--- src/rtl/core/hav_pkg.sv ---
// ----------------------------------------------------------------------------
// hav_pkg
// shared constants, types and helpers of the haversine distance core
// ----------------------------------------------------------------------------
package hav_pkg;

  localparam int CordicSteps = 24;
  localparam int RootSteps   = 32;
  localparam int StepW       = $clog2(CordicSteps);
  localparam int RootStepW   = $clog2(RootSteps);

  localparam logic [63:0] PiQ62      = 64'hC90FDAA22168C234;
  localparam logic [63:0] DegScale   = PiQ62 / 64'd1800000000;
  localparam logic [31:0] HalfPiQ30  = 32'((PiQ62 + (64'd1 << 32)) >> 33);
  localparam logic [31:0] OneQ30     = 32'h4000_0000;
  localparam logic [31:0] GainQ30    = 32'd652032874;
  localparam logic [31:0] TwoRadius  = 32'd1274200000;
  localparam logic [30:0] DistMax    = 31'd2001508680;
  localparam logic signed [31:0] LatLimit = 32'sd900000000;
  localparam logic signed [33:0] HalfTurn = 34'sd1800000000;
  localparam logic signed [33:0] FullTurn = 34'sd3600000000;

  // cordic working word: q30 with headroom
  typedef logic signed [33:0] cw_t;

  // atan(2^-i) in q30, rounded to nearest
  function automatic cw_t atan_q30(input int i);
    logic [63:0] acc;
    logic [63:0] p;
    logic [63:0] term;
    begin
      if (i == 0) begin
        acc = PiQ62 >> 2;
      end else begin
        p = 64'd1 << (62 - i);
        acc = p;
        for (int k = 1; k < 32; k++) begin
          if (2 * i <= 62 && p != 0) begin
            p = p >> (2 * i);
            if (p != 0) begin
              term = p / 64'(2 * k + 1);
              if (k % 2 == 1) acc = acc - term;
              else acc = acc + term;
            end
          end
        end
      end
      atan_q30 = cw_t'((acc + (64'd1 << 31)) >> 32);
    end
  endfunction

  // one cordic cell's word set
  typedef struct packed {
    cw_t x;
    cw_t y;
    cw_t z;
  } cord_t;

  // one root cell's word set; the partial root sits high until the last steps
  typedef struct packed {
    logic [63:0] v;
    logic [63:0] res;
  } root_t;

endpackage

--- src/rtl/core/hav_cordic_cell.sv ---
// ----------------------------------------------------------------------------
// hav_cordic_cell
// one registered cordic micro-rotation, rotation or vectoring mode
// ----------------------------------------------------------------------------
module hav_cordic_cell (
  input  logic                      clk,
  input  logic                      vector_mode,
  input  logic [hav_pkg::StepW-1:0] shift,
  input  hav_pkg::cw_t              angle,
  input  hav_pkg::cord_t            d,
  output hav_pkg::cord_t            q
);
  import hav_pkg::*;

  cw_t dx, dy;
  logic up;
  cord_t q_next;

  assign dx = d.y >>> shift;
  assign dy = d.x >>> shift;
  assign up = vector_mode ? (d.y >= 0) : (d.z >= 0);

  always_comb begin
    if (up != vector_mode) begin
      q_next.x = d.x - dx;
      q_next.y = d.y + dy;
      q_next.z = d.z - angle;
    end else begin
      q_next.x = d.x + dx;
      q_next.y = d.y - dy;
      q_next.z = d.z + angle;
    end
    if (vector_mode && !up) begin
      q_next.x = d.x - dx;
      q_next.y = d.y + dy;
      q_next.z = d.z - angle;
    end
    if (vector_mode && up) begin
      q_next.x = d.x + dx;
      q_next.y = d.y - dy;
      q_next.z = d.z + angle;
    end
  end

  always_ff @(posedge clk) begin
    q <= q_next;
  end
endmodule

--- config.mk ---
export PLATFORM = sky130hd
export DESIGN_NAME = hav_cordic_cell
export DESIGN_NICKNAME = d
export VERILOG_FILES = /design/src/rtl/core/hav_pkg.sv /design/src/rtl/core/hav_cordic_cell.sv
export SDC_FILE = /design/constraint.sdc
export NUM_CORES = 1
export LEC_CHECK = 0
export ABC_CLOCK_PERIOD_IN_PS = 7200
export BUFFER_PORTS_ARGS = -buffer_cell sky130_fd_sc_hd__buf_4
export CAP_MARGIN = 40
export CELL_PAD_IN_SITES_DETAIL_PLACEMENT = 1
export CELL_PAD_IN_SITES_GLOBAL_PLACEMENT = 1
export CORE_UTILIZATION = 47
export DETAILED_ROUTE_END_ITERATION = 7
export PLACE_DENSITY = 0.95
export SLEW_MARGIN = 10
export SYNTH_ARGS = -nofsm -noshare
export SYNTH_HDL_FRONTEND = slang
export SYNTH_SLANG_ARGS = --single-unit
--- constraint.sdc ---
create_clock -name clk -period 7.2 [get_ports clk]
set_input_delay 0.72 -clock clk [delete_from_list [all_inputs] [get_ports clk]]
set_output_delay 0.72 -clock clk [all_outputs]
set_load 0.05 [all_outputs]
======== Word level (Yosys, flattened, before mapping) ========
Cells that the tools add are included.
storage, ports and cells
  register bits after elaboration ......... 102
  input bits .............................. 143
  output and inout bits ................... 102
  logic and storage cells ................. 21
operators by class
  $add $sub $neg .......................... 6
  order comparisons ....................... 2
  equality and inequality tests ........... 1
  shifts and indexed selects .............. 2
  multiplexer cells ....................... 4
  reduce and logical (&&, ||, !) cells .... 3
operators by type and width
  operator               count
  $mux W102              3
  $add A34 B34 Y34       3
  $sub A34 B34 Y34       3
  $ge A34 B1 Y1 const B  2
  $sshr A34 B5 Y34       2
  $logic_and A1 B1 Y1    2
  $logic_not A1 Y1       1
  $mux W1                1
  $ne A1 B1 Y1           1

======== Depth between registers and ports, before layout ========
  depth in word-level cells ............... 6
  depth in mapped cells ................... 23
  depth with buffers taken out ............ 19

======== Least setup slack after synthesis ========
OpenSTA, ideal clock, no wires.
  kind .................................... in2reg
  start ................................... input port shift[1] (netlist name)
  end ..................................... register q[100] (netlist name)
  setup time .............................. 0.072 ns
  data arrival time ....................... 4.954 ns
  data required time ...................... 7.128 ns
  path slack .............................. 2.174 ns
  cell stages on the path ................. 20
  path buffers ............................ 4
  cells stage by stage .................... clkbuf_1 > buf_1 > clkbuf_1 > mux4_2 > mux2i_1 > nand2_1 > o21ai_0 > nor2_1 > nor2_1 > ha_1 > buf_6 > or4_4 > nor4_2 > o21a_2 > o221ai_2 > o31ai_4 > a31o_4 > a31oi_1 > a311oi_2 > xnor2_1
RTL lines
  what                    line                   source
  start: declaration      hav_cordic_cell.sv:8   input logic [hav_pkg::StepW-1:0] shift,
  end signal: assignment  hav_cordic_cell.sv:46  q <= q_next;
  end: declaration        hav_cordic_cell.sv:11  output hav_pkg::cord_t q

==> flow_summary_export.csv <==
group,metric,value,unit
status,run_status,"complete, no violations",
timing,timing.hold.ws,0.6157,ns
timing,layout_worst_path_cycle_share,86.59,%
global_route,number_of_antenna_violations_at_the_first_check_in_global_routing,0,
synth,synth_cell_type_count,78,
routing,detail_route.wirelength,63560,µm
setup_path,worstSetupPathDepth,19,
clocking,clock_tree_from_tritoncts,"done",
clocking,cts_hold_buf,0,
setup_path,timing.critical_path.fanout_max,47,
timing,timing.final.crit_period,6.235,ns
timing,worst-slew-pin-transition,1.005,ns
power_and_ir_drop,flop_pwr_share,19.2,%
placed_design,globalplace.congestion,0.9583,
setup_path,cp_slowest_stage_delay,0.89,ns
clocking,post_cts_sizing_count,0,
routing,num_vias,18400,
global_route,grt_pass1_vias,18650,
synth,number_of_enable_type_register_cells_in_the_synthesized_netlist,0,
routing,post_drt_wl_per_cell,22.26,µm
routing,ant_nets,0,
setup_path,setup.worst_path.end_class,"flop",
timing,timing.fmax,160.4,MHz
power_and_ir_drop,power.density_cell_area,237.8,nW/µm²
setup_path,timing.critical_path.max_delay_family,"compound AO/OA/AOI/OAI gates",
synth,syn-instance-count,2268,
synth,synthesis.area,16340,µm²
setup_path,crit_start,"shift[0]",
routing,first_iter_violations,1785,
power_and_ir_drop,clkPwrFrac,12.6,%
global_route,grt_max_degree,73,
power_and_ir_drop,pwr-share-comb,68.2,%
synth,yosys.area_share.xor_xnor,5.629,%
timing,grt_setup_unrepaired,"false",
cells_and_area,largest_registers,"q x102",
synth,post_synth.cell_area_avg,7.204,µm²
cells_and_area,post_route_cells_drive_above_1_share,14.83,%
synth,main_combinational_cell_family_by_area_after_synthesis,"compound AO/OA/AOI/OAI gates",
placed_design,dp.final_hpwl,49670,µm
synth,synthesized_area_fraction_occupied_by_ao_oa_aoi_and_oai_cells,28.81,%
setup_path,cp.buffers_inverters,3,
setup_path,worst_ep_arrival_time,6.57,ns
synth,mappedNetlistNets,2625,
clocking,clock-sinks,102,
floorplanning,core_area,33870,µm²
synth,dominant_synthesized_flop_cell,"sky130_fd_sc_hd__dfxtp_1",
cells_and_area,layout_overhead_on_the_synthesized_area,13.93,%
worst_hold_path,min_delay_worst_type,"primary input to flop",
synth,synth_async_sr_flop_share,0,%
clocking,tritoncts.num_buffers,9,
setup_path,criticalPathCategory,"primary input to flop",
floorplanning,floorplan.die.height,188.4,µm
floorplanning,area_of_the_die,35510,µm²
timing,timing.final.hold_violations,0,
cells_and_area,max_flop_register,"q",
cells_and_area,n_antenna_cell,0,
job,drv.max_cap_violation_count,0,
worst_hold_path,hold-path-cell-count,3,
cells_and_area,max_reg_flops,102,
floorplanning,row_count,67,
floorplanning,initial_core_util,48.24,%
worst_hold_path,worstHoldEndpoint,"q[0]",
clocking,htreeDepth,3,
timing,relative_slew_slack,31.30,%
clocking,cts_setup_buffers,0,
timing,fin_tns_setup,0,ns
synth,ys_ff_latch,102,
power_and_ir_drop,switching_share,53.69,%
routing,first_pass_iters,6,
setup_path,crit_chain,"buf_4 > inv_1 > a21oi_1 > nand2_1 > o21a_1 > nand2_1 > o21ai_0 > mux2i_1 > inv_1 > ha_1 > nor2b_1 > o31ai_1 > a2111oi_0 > o21bai_1 > o21a_1 > o2bb2ai_1 > or4_1 > nand3_1 > xor2_1",
cells_and_area,final_net_count,2760,
power_and_ir_drop,power.leakage,0.008608,µW
floorplanning,io_pins,245,
synth,seq_area_frac_synth,12.50,%
global_route,grt_remaining_overflow,0,
placed_design,portBuffers,244,
clocking,clockRootBuffer,"sky130_fd_sc_hd__clkbuf_16",
clocking,clock_slew_seen_by_the_registers_of_the_worst_setup_and_hold_paths,0.08,ns
floorplanning,floorplan.die.width,188.4,µm
setup_path,cpMaxStageDelayCell,"sky130_fd_sc_hd__a2111oi_0",
routing,post_route_drc,0,
worst_hold_path,holdCritStartpoint,"angle[0]",
synth,synth_warn,0,
setup_path,crit_path_start_kind,"primary input",
global_route,grt_first_pass_wirelength,100200,µm
power_and_ir_drop,max-vdd-ir-drop,0.0001835,V
synth,yosys.area_share.adder,16.66,%
power_and_ir_drop,internal_cell_power,2050,µW
timing,timing.final.max_slew_violations,0,
setup_path,worstPathRequired,7.53,ns
global_route,grtUsageTotal,34.98,%
routing,avgViaCountPerCell,6.446,
clocking,clk_path_buf_depth,2,
synth,post_synth_mux_area_share,10.01,%
synth,yosys.area_share.simple,18.67,%
power_and_ir_drop,p_switching,2377,µW
timing,setup_violations,0,
-- area by class of cell --
class                   count  area, µm²
inverters                 199      747.0
clock inverters             4      56.30
repair buffers            255       1921
flip-flops and latches    102       2042
well taps                 448      560.5
fillers                  4360      15250
multi-input cells        1836      13050
clock buffers              11      242.7
-- synth_stat cells (33+ instances only) --
master | n | area, µm²
sky130_fd_sc_hd__nand2_1 | 207 | 777.0
sky130_fd_sc_hd__nor2b_1 | 33 | 206.5
sky130_fd_sc_hd__o21a_1 | 47 | 352.8
sky130_fd_sc_hd__nor3_1 | 57 | 285.3
sky130_fd_sc_hd__inv_1 | 197 | 739.5
sky130_fd_sc_hd__a21o_1 | 44 | 330.3
sky130_fd_sc_hd__mux2i_1 | 61 | 610.6
sky130_fd_sc_hd__clkbuf_1 | 91 | 341.6
sky130_fd_sc_hd__a21oi_1 | 199 | 996.0
sky130_fd_sc_hd__dfxtp_1 | 102 | 2042
sky130_fd_sc_hd__mux4_2 | 35 | 788.3
sky130_fd_sc_hd__ha_1 | 208 | 2603
sky130_fd_sc_hd__o21bai_1 | 34 | 255.2
sky130_fd_sc_hd__o21ai_0 | 158 | 790.8
sky130_fd_sc_hd__xnor2_1 | 84 | 735.7
sky130_fd_sc_hd__nor2_1 | 240 | 900.9
-- layer usage --
metal | GRT usage (%) | up-vias | wire [µm]
met5 | 0 | - | 0
met4 | 16.50 | 0 | 2929
met3 | 5.420 | 224 | 4669
met2 | 57.06 | 954 | 29290
met1 | 45.04 | 8904 | 26670
li1 | - | 8320 | -
-- logic make-up (layout without fill, tap and decap cells) --
family | Yosys count | after routing
and+or+nand+nor | 676 | 676
AOI/OAI and AO/OA | 724 | 724
adders and majority gates | 214 | 214
DFF | 102 | 102
muxes | 117 | 117
xor gates and xnor gates | 105 | 105
buffers and inverters | 330 | 469
-- worst max path at each step --
stage / slack [ns] / to
2_1_floorplan: 2.17 / q[100]
3_3_place_gp: 1.29 / q[66]
3_5_place_dp: 0.96 / q[101]
4_1_cts: 1.18 / q[101]
5_1_grt: 0.64 / q[99]
6_report: 0.97 / q[101]
-- power groups by stage --
stage / clock network [µW] / logic (µW) / registers [µW]
after floorplan: 0 / 1310 / 1620
after global placement: 0 / 2860 / 860
after detailed placement: 0 / 2950 / 862
after CTS: 566 / 2980 / 853
after global routing: 594 / 3190 / 868
final: 559 / 3020 / 850
-- cells in the final DEF (no fill, tap or decap), drive strengths merged, types with 9 or more instances in the layout --
cell     synthesis  layout
mux2            21      21
dfxtp          102     102
a211o           10      10
ha             208     208
mux4            35      35
or2             16      16
or4             10      10
nor2b           33      33
xnor2           84      84
a2111oi         13      13
nand2b          31      31
nand2          207     207
xor2            21      21
inv            199     200
o21bai          34      34
nand4           13      13
buf             40     255
a21o            44      44
a211oi          30      30
nor3            57      57
o211ai          25      25
nor2           240     240
o21ai          164     164
o31ai           23      23
nand3           25      25
mux2i           61      61
a21oi          199     199
o22ai            9       9
nor4            17      17
a221oi          14      14
clkbuf          91      11
a31oi           25      25
o21a            48      48
-- through the flow --
step | area (µm²) | power (µW) | utilization (%) | std cells | setup slack [ns]
finish | 18610 | 4427 | 54.96 | 2855 | 0.9654
global route | 18610 | 4648 | 54.96 | 2855 | 0.6398
CTS | 18610 | 4396 | 54.96 | 2855 | 1.181
detailed placement | 18320 | 3812 | 54.08 | 2840 | 0.9584
global placement | 18290 | 3722 | 53.99 | 2837 | 1.288
floorplan | 16340 | 2925 | - | 2268 | 2.174
No activity file was read; power rests on OpenSTA's default activity.
