--- src/rtl/core/hav_pkg.sv ---
// ----------------------------------------------------------------------------
// hav_pkg
// shared constants, types and helpers of the haversine distance core
// ----------------------------------------------------------------------------
package hav_pkg;

  localparam int CordicSteps = 24;
  localparam int RootSteps   = 32;
  localparam int StepW       = $clog2(CordicSteps);
  localparam int RootStepW   = $clog2(RootSteps);

  localparam logic [63:0] PiQ62      = 64'hC90FDAA22168C234;
  localparam logic [63:0] DegScale   = PiQ62 / 64'd1800000000;
  localparam logic [31:0] HalfPiQ30  = 32'((PiQ62 + (64'd1 << 32)) >> 33);
  localparam logic [31:0] OneQ30     = 32'h4000_0000;
  localparam logic [31:0] GainQ30    = 32'd652032874;
  localparam logic [31:0] TwoRadius  = 32'd1274200000;
  localparam logic [30:0] DistMax    = 31'd2001508680;
  localparam logic signed [31:0] LatLimit = 32'sd900000000;
  localparam logic signed [33:0] HalfTurn = 34'sd1800000000;
  localparam logic signed [33:0] FullTurn = 34'sd3600000000;

  // cordic working word: q30 with headroom
  typedef logic signed [33:0] cw_t;

  // atan(2^-i) in q30, rounded to nearest
  function automatic cw_t atan_q30(input int i);
    logic [63:0] acc;
    logic [63:0] p;
    logic [63:0] term;
    begin
      if (i == 0) begin
        acc = PiQ62 >> 2;
      end else begin
        p = 64'd1 << (62 - i);
        acc = p;
        for (int k = 1; k < 32; k++) begin
          if (2 * i <= 62 && p != 0) begin
            p = p >> (2 * i);
            if (p != 0) begin
              term = p / 64'(2 * k + 1);
              if (k % 2 == 1) acc = acc - term;
              else acc = acc + term;
            end
          end
        end
      end
      atan_q30 = cw_t'((acc + (64'd1 << 31)) >> 32);
    end
  endfunction

  // one cordic cell's word set
  typedef struct packed {
    cw_t x;
    cw_t y;
    cw_t z;
  } cord_t;

  // one root cell's word set; the partial root sits high until the last steps
  typedef struct packed {
    logic [63:0] v;
    logic [63:0] res;
  } root_t;

endpackage

--- src/rtl/core/hav_root_cell.sv ---
// ----------------------------------------------------------------------------
// hav_root_cell
// one registered step of the digit-by-digit square root
// ----------------------------------------------------------------------------
module hav_root_cell (
  input  logic                          clk,
  input  logic [hav_pkg::RootStepW-1:0] step,
  input  hav_pkg::root_t                d,
  output hav_pkg::root_t                q
);
  import hav_pkg::*;

  logic [63:0] bitv, trial, res_w;
  root_t q_next;

  assign bitv  = 64'd1 << (7'd62 - 7'({step, 1'b0}));
  assign res_w = d.res;
  assign trial = res_w + bitv;

  always_comb begin
    if (d.v >= trial) begin
      q_next.v   = d.v - trial;
      q_next.res = (res_w >> 1) + bitv;
    end else begin
      q_next.v   = d.v;
      q_next.res = res_w >> 1;
    end
  end

  always_ff @(posedge clk) begin
    q <= q_next;
  end
endmodule

--- config.mk ---
export PLATFORM = sky130hd
export DESIGN_NAME = hav_root_cell
export DESIGN_NICKNAME = d
export VERILOG_FILES = /design/src/rtl/core/hav_pkg.sv /design/src/rtl/core/hav_root_cell.sv
export SDC_FILE = /design/constraint.sdc
export NUM_CORES = 1
export LEC_CHECK = 0
export ABC_AREA = 1
export ABC_CLOCK_PERIOD_IN_PS = 6700
export CORE_AREA = 5 5 184 275
export CTS_BUF_LIST = sky130_fd_sc_hd__clkbuf_4 sky130_fd_sc_hd__clkbuf_8
export CTS_CLUSTER_DIAMETER = 50
export DETAILED_ROUTE_END_ITERATION = 10
export DIE_AREA = 0 0 189 280
export DONT_BUFFER_PORTS = 1
export RECOVER_POWER = 100
export SLEW_MARGIN = 20
export SYNTH_ARGS = -nofsm -noshare
export SYNTH_HDL_FRONTEND = slang
export SYNTH_SLANG_ARGS = --single-unit
--- constraint.sdc ---
create_clock -name clk -period 6.7 [get_ports clk]
set_input_delay 1.34 -clock clk [delete_from_list [all_inputs] [get_ports clk]]
set_output_delay 1.34 -clock clk [all_outputs]
set_load 0.005 [all_outputs]
Yosys cells after proc, flatten, opt, wreduce, memory -nomap -nowiden
Index checks and enable logic that the tools add are counted.
{"block": "totals", "register_bits": 128, "out_inout_bits": 128, "elab_cells": 10}
{"block": "op_classes", "add_sub_neg": 4, "n_lt_le_gt_ge": 1, "shifts": 1, "mux": 1}
{"op": "128-bit 2-to-1 mux", "n": 1}
{"op": "63-bit by 64-bit adder with 64-bit output", "n": 1}
{"op": "64-bit adder", "n": 1}
{"op": "64-bit >= comparator", "n": 1}
{"op": "1-bit by 7-bit << shifter with 64-bit output (first input constant)", "n": 1}
{"op": "64-bit subtractor", "n": 1}
{"op": "6-bit by 6-bit subtractor with 7-bit output (first input constant)", "n": 1}

Logic depth before layout (Yosys ltp)
Gate-level depths: netlist of run 1.
{"block": "depth", "ltp_word": 5, "mapped_depth": 33, "mapped_depth_nobuf": 32}

Worst setup path before layout of run 1
No wires, ideal clock.
{"block": "synth_path", "path_type": "in2reg", "startpoint": "in step[3] (netlist name)", "endpoint": "reg q[109] (netlist name)", "arrival_ns": 5.182, "slack_ns": 1.402, "path_stages": 32, "cell_sequence": "clkbuf_2 -> clkbuf_1 -> nand4_1 -> nor2_1 -> ha_1 -> nand2_1 -> o21ai_0 -> nand2_1 -> o21ai_0 -> inv_1 -> nor2_1 -> nor2_1 -> nand2_1 -> nand2_1 -> nand2_1 -> nand2_1 -> nand3b_1 -> nand2_1 -> ha_1 -> nand2_1 -> nor2_1 -> inv_1 -> nor2_1 -> inv_1 -> nor4_2 -> nand3_1 -> nand3_2 -> inv_2 -> buf_6 -> buf_6 -> nand2_1 -> o21ai_2"}
{"item": "from (decl)", "line": "hav_root_cell.sv:7", "rtl": "input logic [hav_pkg::RootStepW-1:0] step,"}
{"item": "to (signal assigned)", "line": "hav_root_cell.sv:31", "rtl": "q <= q_next;"}
{"item": "to (decl)", "line": "hav_root_cell.sv:9", "rtl": "output hav_pkg::root_t q"}

==> results of run 1 <==
-- worst max-delay path, delay by kind of cell --
kind | cells | cell delay, ns
buf+inv | 4 | 1.04
xor+xnor | 1 | 0.29
fa+ha+maj | 2 | 0.58
simple gates | 14 | 2.19
compound gates | 6 | 1.17
-- placed cells by master, fill, tap and decap left out, types with 36 or more instances in the layout --
cell      Yosys  routed
xnor2_1      64      64
nand3b_1     42      42
nand3_1     148     149
nor2_1      435     435
xor2_1       38      38
dfxtp_1     128     128
ha_1        126     126
a21oi_1     172     172
inv_1       451     451
nand2_1     882     882
nor3_1       47      47
nand4_1      36      36
o21ai_0     228     244
-- how the worst max path moves through the flow --
stage / depth (start not counted) / slack, ns / start / to
finish: 27 / 0.46 / step[2] / q[28]
detailed placement: 29 / 0.28 / step[4] / q[27]
global route: 30 / 0.16 / step[2] / q[66]
floorplan: 32 / 1.40 / step[3] / q[109]
global placement: 29 / 0.24 / step[4] / q[29]
CTS: 29 / 0.88 / step[4] / q[27]
-- metal layers --
metal,wire length (um),part of all wire,vias up
li1,-,-,9685
met1,27050,0.34,8829
met2,41030,0.51,785
met3,4150,0.052,311
met4,7666,0.096,0
met5,0,0,-
-- area by class of cell --
| type | count | area [sq um] | share of cell area |
|---|---|---|---|
| Timing Repair Buffer | 39 | 324.1 | 0.01815 |
| Antenna cell | 1 | 2.502 | 0.0001401 |
| Inverter | 457 | 1718 | 0.09621 |
| Sequential cell | 128 | 2562 | 0.1435 |
| Tap cell | 606 | 758.2 | 0.04246 |
| Multi-Input combinational cell | 2376 | 12060 | 0.6753 |
| Clock buffer | 17 | 234.0 | 0.01310 |
| Clock inverter | 15 | 198.9 | 0.01114 |
-- cells in the mapped netlist, types with 11 or more instances --
master / instances
nand3b_1: 42
nand3_1: 148
inv_1: 451
ha_1: 126
nor4_1: 14
a21o_1: 15
a21boi_0: 11
nand2_1: 882
dfxtp_1: 128
nor3_1: 47
xnor2_1: 64
nor2_1: 435
a31oi_1: 13
o21ai_1: 16
nand4_1: 36
a211oi_1: 13
xor2_1: 38
o21ai_0: 228
a21oi_1: 172
o21bai_1: 17
-- report_power, final --
part	total, mW	leakage [nW]	switching (mW)	internal (mW)
combinational	1.01	6.69	0.681	0.327
sequential	0.953	1.08	0.0689	0.885
clock	0.789	0.221	0.409	0.380
total	2.75	7.99	1.16	1.59
-- cells by family after synthesis --
group | Yosys count
AND/OR/NAND/NOR | 1627
adder cells (fa/ha/maj) | 127
XOR/XNOR | 102
flip-flops | 128
AO/OA/AOI/OAI | 520
buffers and inverters | 489
-- per-stage QoR --
step / utilization / cell area, sq um / std cells / hold slack [ns] / setup slack, ns
2_1_floorplan: - / 16560 / 2993 / 1.437 / 1.402
5_1_grt: 0.3706 / 17860 / 3639 / 0.8428 / 0.1556
6_report: 0.3706 / 17860 / 3639 / 0.8627 / 0.4648
3_3_place_gp: 0.3633 / 17500 / 3606 / 1.440 / 0.2365
4_1_cts: 0.3723 / 17940 / 3638 / 0.8255 / 0.8789
3_5_place_dp: 0.3633 / 17500 / 3606 / 1.442 / 0.2831
==> reports/metrics.cfg, run 1 <==
[run_status]
status = complete, but fails checks
violations = design-rule violations

[synthesis]
yosysSeqAreaShare = 0.1547
synth_top_family_by_area = simple AND/OR/NAND/NOR gates
ys_ff_latch = 128
synth_xor_xnor_area_share = 0.05394
synth_edf_count = 0
synth_nets = 3254
synth-compound-area-share = 0.1737
yosys_warnings = 0
syn_area_sq_um = 16560
synth_area_leaders = nand2_1, dfxtp_1, inv_1
syn_area_per_cell_sq_um = 5.534
synth.area.mux_share = 0
async_flop_share = 0
synthAdderAreaFrac = 0.09640
synth_flop_cell = dfxtp_1
synth_cell_types = 51
postSynthCellCount = 2993
synth_top_cell_area_share = 0.1999
synthSimpleGateAreaFrac = 0.4052
synth.largest_area_cell = nand2_1

[clock_network]
htree_num_levels = 4
cts_tree = done
clkTransAtPathRegs_ns = 0.10
numCtsBuffers = 17
post_cts_resized = 0
ctsHoldBuffers = 0
clock-root-buffer = clkbuf_8
cts_buffer_depth = 2
cts_setup_buffers = 0
cts.sinks = 128

[routing]
vias = 19610
ant_nets = 0
drt_wl_total_mm = 79.90
wire_per_inst_um = 21.96
drtPass1Iterations = 9
drt_iter0_drc = 1360
vias_per_cell = 5.389
drc = 2

[power]
powerDensity_nw_per_um2 = 154.0
power_leakage_nw = 7.987
ir_drop_mv = 0.1371
power.total_mw = 2.750

[placement]
gp_congestion = 1.026
io_buffers = 0
dp_hpwl_mm = 69.54

[timing]
setup-violations-final = 0
final.setup.tns_ns = 0
worstMarginPinSlew_ns = 0.8887
slew_headroom = 0.4021
hold_viol = 0
fmax_mhz = 160.4
fin_crit_ns = 6.235
slew_viol_final = 0
fin_crit_sh = 0.9306
rsz0062_at_grt = no

[grt]
grt_busiest_layer = met2
antenna_found_initial = 1
met1_usage = 0.2782
grt_max_degree = 33
grtUsageMet3 = 0.04618
grt_pass1_vias = 20008
grt_usage = 0.2930
met2_usage = 0.5498
grt_pass1_wl_mm = 116.1
grt-ovfl-total = 0

[cells_and_area]
nFillCells = 5542
largest_registers = q: 128 flops
largest_reg_flops = 128
drive_gt1_frac = 0.03199
area.growth.synth_to_final_pct = 7.812
fin_nets = 3280
regMostFlops = q

[floorplan]
start_util = 0.3437
dieArea_sq_um = 52920
die_w_um = 189
core_area_sq_um = 48190
die_y_um = 280
io_pins = 262
rows = 99

[worst_setup_path]
cp_slowest_stage_delay_ns = 0.64
critPathCaptureType = register
path_class = input pin to register
cp_max_fo = 12
critical-path-slowest-cell = clkbuf_1
worstPathRequired_ns = 7.10
worst_setup_path_start_kind = input pin
worst_path_most_repeated_cell = nand2_1
crit_arrival_ns = 6.63

[hold_path]
holdPathEnd = q[23]
hp-class = input pin to register
hp-start = d[24]
worstHoldPathCells = 1

[flow_run]
max-cap-violations = 0

Note: power is estimated with default switching activity, not from simulation.
==> run 2, diff against run 1 <==
Settings changed: CELL_PAD_IN_SITES_DETAIL_PLACEMENT set to 1, CELL_PAD_IN_SITES_GLOBAL_PLACEMENT set to 1, GPL_TIMING_DRIVEN set to 0, HOLD_SLACK_MARGIN set to 0.15, PLACE_DENSITY_LB_ADDON set to 0.1.
==> reports/metrics.cfg, run 2 (same netlist as run 1, synthesis figures left out) <==
[clock_network]
ctsHoldBuffers = 0  ; unchanged
numCtsBuffers = 17  ; unchanged
cts.sinks = 128  ; unchanged
clkTransAtPathRegs_ns = 0.09  ; was 0.10 ns
cts_buffer_depth = 2  ; unchanged
htree_num_levels = 4  ; unchanged
clock-root-buffer = clkbuf_8  ; unchanged
cts_tree = done  ; unchanged

[cells_and_area]
fin_util = 0.3710  ; was 0.3706
largest_registers = q: 128 flops  ; unchanged
fin_nets = 3274  ; was 3280
fin_area_sq_um = 17880  ; was 17860 sq um
area.growth.synth_to_final_pct = 7.932  ; was 7.812%
final_cell_mix = nand2_1, inv_1, nor2_1  ; unchanged
largest_reg_flops = 128  ; unchanged
regMostFlops = q  ; unchanged
final_common_cell = nand2_1  ; unchanged
drive_gt1_frac = 0.03536  ; was 0.03199
stdcell_count = 3633  ; was 3639

[timing]
fin_ws_ns = 0.1865  ; was 0.4648 ns
worstMarginPinSlew_ns = 1.117  ; was 0.8887 ns
rsz0062_at_grt = no  ; unchanged
fin_crit_ns = 6.513  ; was 6.235 ns
hold_viol = 0  ; unchanged
fmax_mhz = 153.5  ; was 160.4 MHz
slew_viol_final = 0  ; unchanged
slew_headroom = 0.2483  ; was 0.4021
fin_crit_sh = 0.9722  ; was 0.9306
setup-violations-final = 0  ; unchanged

[hold_path]
worstHoldPathCells = 1  ; unchanged
hp-class = input pin to register  ; unchanged

[placement]
dp.cells = 3599  ; was 3606
io_buffers = 0  ; unchanged
gp_congestion = 0.9483  ; was 1.026
dp_hpwl_mm = 81.76  ; was 69.54 mm
pre_cts_slack_ns = -1.075  ; was 0.2831 ns
place_area_sq_um = 17320  ; was 17500 sq um

[worst_setup_path]
crit_end = q[42]  ; was q[28]
worst_path_most_repeated_cell = nand2_1  ; unchanged
cp-startpoint = step[0]  ; was step[2]
crit_arrival_ns = 6.99  ; was 6.63 ns
worst_setup_path_start_kind = input pin  ; unchanged
cp_slowest_stage_delay_ns = 0.46  ; was 0.64 ns
critPathCaptureType = register  ; unchanged
worstPathRequired_ns = 7.18  ; was 7.10 ns
path_class = input pin to register  ; unchanged
critical-path-slowest-cell = a211oi_1  ; was clkbuf_1
cp_max_fo = 10  ; was 12

[grt]
grt_usage = 0.3393  ; was 0.2930
grt-ovfl-total = 0  ; unchanged
grt_pass1_vias = 21634  ; was 20008
grtUsageMet3 = 0.04294  ; was 0.04618
grt_busiest_layer = met2  ; unchanged
grt_max_degree = 17  ; was 33
met2_usage = 0.6560  ; was 0.5498
grt_pass1_wl_mm = 132.1  ; was 116.1 mm
met1_usage = 0.3176  ; was 0.2782
antenna_found_initial = 2  ; was 1

[routing]
drt_iter0_drc = 880  ; was 1360
drt_wl_total_mm = 92.42  ; was 79.90 mm
wire_per_inst_um = 25.44  ; was 21.96 um
ant_nets = 0  ; unchanged
vias = 20024  ; was 19610
drc = 0  ; was 2
vias_per_cell = 5.512  ; was 5.389
drtPass1Iterations = 7  ; was 9

[power]
ir_drop_mv = 0.1348  ; was 0.1371 mV
power_leakage_nw = 7.978  ; was 7.987 nW
powerDensity_nw_per_um2 = 162.6  ; was 154.0 nW/um^2

[floorplan]
dieArea_sq_um = 52920  ; unchanged
rows = 99  ; unchanged
io_pins = 262  ; unchanged
core_area_sq_um = 48190  ; unchanged
die_w_um = 189  ; unchanged
start_util = 0.3437  ; unchanged
die_y_um = 280  ; unchanged

[flow_run]
max-cap-violations = 0  ; unchanged

[run_status]
status = finished, final reports clean  ; was complete, but fails checks

[run 2: changes by cell type in the layout (fill, tap and decap cells not counted), moves of 3 or more]
cell / previous run / this run
buf_4: 27 / 4
bufinv_16: 3 / 6
buf_6: 0 / 9
buf_2: 0 / 7
buf_12: 4 / 0
inv_8: 3 / 0
clkbuf_2: 2 / 8
nor2_1: 435 / 429
clkbuf_4: 0 / 3
o21ai_1: 4 / 12
nor2_2: 5 / 11
clkinv_4: 4 / 1
o21ai_0: 244 / 236
[run 2: cell type report]
type | count | area, sq um
antenna | 1 | 2.502
fill | 6749 | 30310
sequential | 128 | 2562
clock buffer | 18 | 241.5
clock inverter | 14 | 236.5
tap | 606 | 758.2
buffer | 32 | 225.2
multi-input combinational | 2376 | 12130
inverter | 457 | 1715
timing repair buffer | 1 | 7.507
[run 2: how the worst min path moves through the flow]
stage / start / to / slack, ns
5_1_grt: d[20] / q[19] / 0.86
3_5_place_dp: d[28] / q[27] / 1.44
3_3_place_gp: d[8] / q[7] / 1.44
4_1_cts: d[8] / q[7] / 0.84
2_1_floorplan: d[4] / q[3] / 1.44
6_report: d[8] / q[7] / 0.88
[run 2: report_power, final]
group          switching [mW]  internal, mW
sequential             0.0646         0.885
clock                   0.383         0.484
combinational           0.768         0.323
[run 2: layer usage]
layer	share of wire	vias up	routed length, um
li1	-	9684	-
met4	0.095	0	8771
met2	0.53	578	48690
met1	0.34	9518	31570
met3	0.037	244	3377
met5	0	-	0
[run 2: repair_timing]
action | 4_1_cts | 5_1_grt
resized for setup | 15 | 19
buffers inserted | 0 | 1
pin swaps | 0 | 1
endpoints found under the setup margin | 127 | 128
[run 2: per-stage QoR]
stage	setup TNS [ns]	power (mW)	hold slack, ns
floorplan	0	1.646	1.437
global placement	-108.78	2.030	1.442
detailed placement	-110.04	2.048	1.443
CTS	0	2.929	0.8396
global route	0	3.057	0.8600
finish	0	2.907	0.8803
[run 2: worst max-delay path: cells and delay by family]
family / cells / cell delay [ns]
buf+inv: 5 / 1.05
simple gates: 13 / 1.91
fa+ha+maj: 2 / 0.61
compound gates: 8 / 2.03
==> run 3, diff against run 2 <==
--- a/config.mk
+++ b/config.mk
@@ -19,3 +19,3 @@
 export HOLD_SLACK_MARGIN = 0.15
-export PLACE_DENSITY_LB_ADDON = 0.1
+export PLACE_DENSITY_LB_ADDON = 0.15
 export RECOVER_POWER = 100
--- a/constraint.sdc
+++ b/constraint.sdc
@@ -3,2 +3,2 @@
 set_output_delay 1.34 -clock clk [all_outputs]
-set_load 0.005 [all_outputs]
+set_load 0.02 [all_outputs]
==> reports/metrics.cfg, run 3 (same netlist as run 1, synthesis figures left out) <==
[cells_and_area]
fin_nets = 3276  ; was 3274
stdcell_count = 3635  ; was 3633
area.growth.synth_to_final_pct = 8.371  ; was 7.932%
largest_reg_flops = 128  ; unchanged
fin_area_sq_um = 17950  ; was 17880 sq um
drive_gt1_frac = 0.03996  ; was 0.03536
largest_registers = q: 128 flops  ; unchanged
final_common_cell = nand2_1  ; unchanged
regMostFlops = q  ; unchanged
fin_util = 0.3725  ; was 0.3710
final_cell_mix = nand2_1, inv_1, nor2_1  ; unchanged

[routing]
ant_nets = 0  ; unchanged
drt_wl_total_mm = 90.61  ; was 92.42 mm
drc = 0  ; unchanged
drtPass1Iterations = 4  ; was 7
drt_iter0_drc = 805  ; was 880
wire_per_inst_um = 24.93  ; was 25.44 um
vias = 19977  ; was 20024
vias_per_cell = 5.496  ; was 5.512

[floorplan]
rows = 99  ; unchanged
io_pins = 262  ; unchanged
core_area_sq_um = 48190  ; unchanged
die_y_um = 280  ; unchanged
die_w_um = 189  ; unchanged
start_util = 0.3437  ; unchanged
dieArea_sq_um = 52920  ; unchanged

[power]
powerDensity_nw_per_um2 = 172.1  ; was 162.6 nW/um^2
power_leakage_nw = 7.982  ; was 7.978 nW
power.total_mw = 3.089  ; was 2.907 mW
ir_drop_mv = 0.1395  ; was 0.1348 mV

[flow_run]
max-cap-violations = 0  ; unchanged

[worst_setup_path]
cp_slowest_stage_delay_ns = 0.44  ; was 0.46 ns
critPathCaptureType = register  ; unchanged
cp-startpoint = step[2]  ; was step[0]
critical-path-slowest-cell = ha_1  ; was a211oi_1
cp_max_fo = 10  ; unchanged
path_class = input pin to register  ; unchanged
worstPathRequired_ns = 7.15  ; was 7.18 ns
worst_setup_path_start_kind = input pin  ; unchanged
worst_path_most_repeated_cell = nand2_1  ; unchanged
crit_arrival_ns = 6.92  ; was 6.99 ns

[timing]
fin_ws_ns = 0.2256  ; was 0.1865 ns
fin_crit_ns = 6.474  ; was 6.513 ns
fmax_mhz = 154.5  ; was 153.5 MHz
hold_viol = 0  ; unchanged
slew_headroom = 0.3558  ; was 0.2483
hold_slack_ns = 0.8770  ; was 0.8803 ns
slew_viol_final = 0  ; unchanged
worstMarginPinSlew_ns = 0.9562  ; was 1.117 ns
fin_crit_sh = 0.9663  ; was 0.9722
setup-violations-final = 0  ; unchanged
final.setup.tns_ns = 0  ; unchanged

[grt]
antenna_found_initial = 1  ; was 2
grt_pass1_wl_mm = 130.1  ; was 132.1 mm
grt_usage = 0.3328  ; was 0.3393
grt-ovfl-total = 0  ; unchanged
grt_pass1_vias = 21603  ; was 21634
grt_max_degree = 17  ; unchanged

[placement]
place_area_sq_um = 17320  ; unchanged
pre_cts_slack_ns = -1.069  ; was -1.075 ns
dp.cells = 3599  ; unchanged
dp_hpwl_mm = 79.59  ; was 81.76 mm
gp_congestion = 0.9848  ; was 0.9483
io_buffers = 0  ; unchanged

[clock_network]
ctsHoldBuffers = 0  ; unchanged
clkTransAtPathRegs_ns = 0.09  ; about the same
clock-root-buffer = clkbuf_8  ; unchanged
numCtsBuffers = 17  ; unchanged
cts_tree = done  ; unchanged
htree_num_levels = 4  ; unchanged
cts_buffer_depth = 2  ; unchanged
cts.sinks = 128  ; unchanged

[hold_path]
hp-class = input pin to register  ; unchanged
hp-start = d[20]  ; was d[8]

[run_status]
status = finished, final reports clean  ; unchanged

run 3: changes by cell type in the layout (fill, tap and decap cells not counted), moves of 3 or more:
cell,change
o21ai_0,-16
clkinv_2,-3
o21ai_1,+12
o21ai_2,+4
buf_4,+6
run 3: timing repair:
| action | CTS | global route |
|---|---|---|
| pin swaps | 0 | 3 |
| setup endpoints to repair | 108 | 128 |
| resized for setup | 10 | 27 |
| setup buffers | 0 | 4 |
run 3: cell type report:
type	count	area, sq um
sequential	128	2562
clock buffer	19	255.2
antenna	1	2.502
clock inverter	13	259.0
fill	6760	30240
timing repair buffer	4	30.03
tap	606	758.2
multi-input combinational	2376	12150
buffer	31	211.5
inverter	457	1718
run 3: worst paths after layout:
path	to	cells past startpoint
setup / recovery	q[104]	28
hold / removal	q[19]	1
run 3: power breakdown:
part | internal [mW] | total [mW] | switching (mW) | leakage (nW)
sequential | 0.885 | 1.09 | 0.202 | 1.08
combinational | 0.327 | 1.09 | 0.765 | 6.66
clock | 0.532 | 0.910 | 0.378 | 0.246
run 3: critical path: cells and delay by family:
kind,cells,cell delay [ns]
AO/OA/AOI/OAI,5,0.95
adder cells (fa/ha/maj),2,0.75
buffers and inverters,8,1.48
AND/OR/NAND/NOR,13,2.38
run 3: routing by layer:
| layer | up-vias | wire length [um] | global-route usage |
|---|---|---|---|
| met5 | - | 0 | 0 |
| met1 | 9553 | 32140 | 0.3193 |
| li1 | 9691 | - | - |
| met3 | 220 | 2954 | 0.03697 |
| met2 | 513 | 47820 | 0.6473 |
| met4 | 0 | 7693 | 0.2415 |
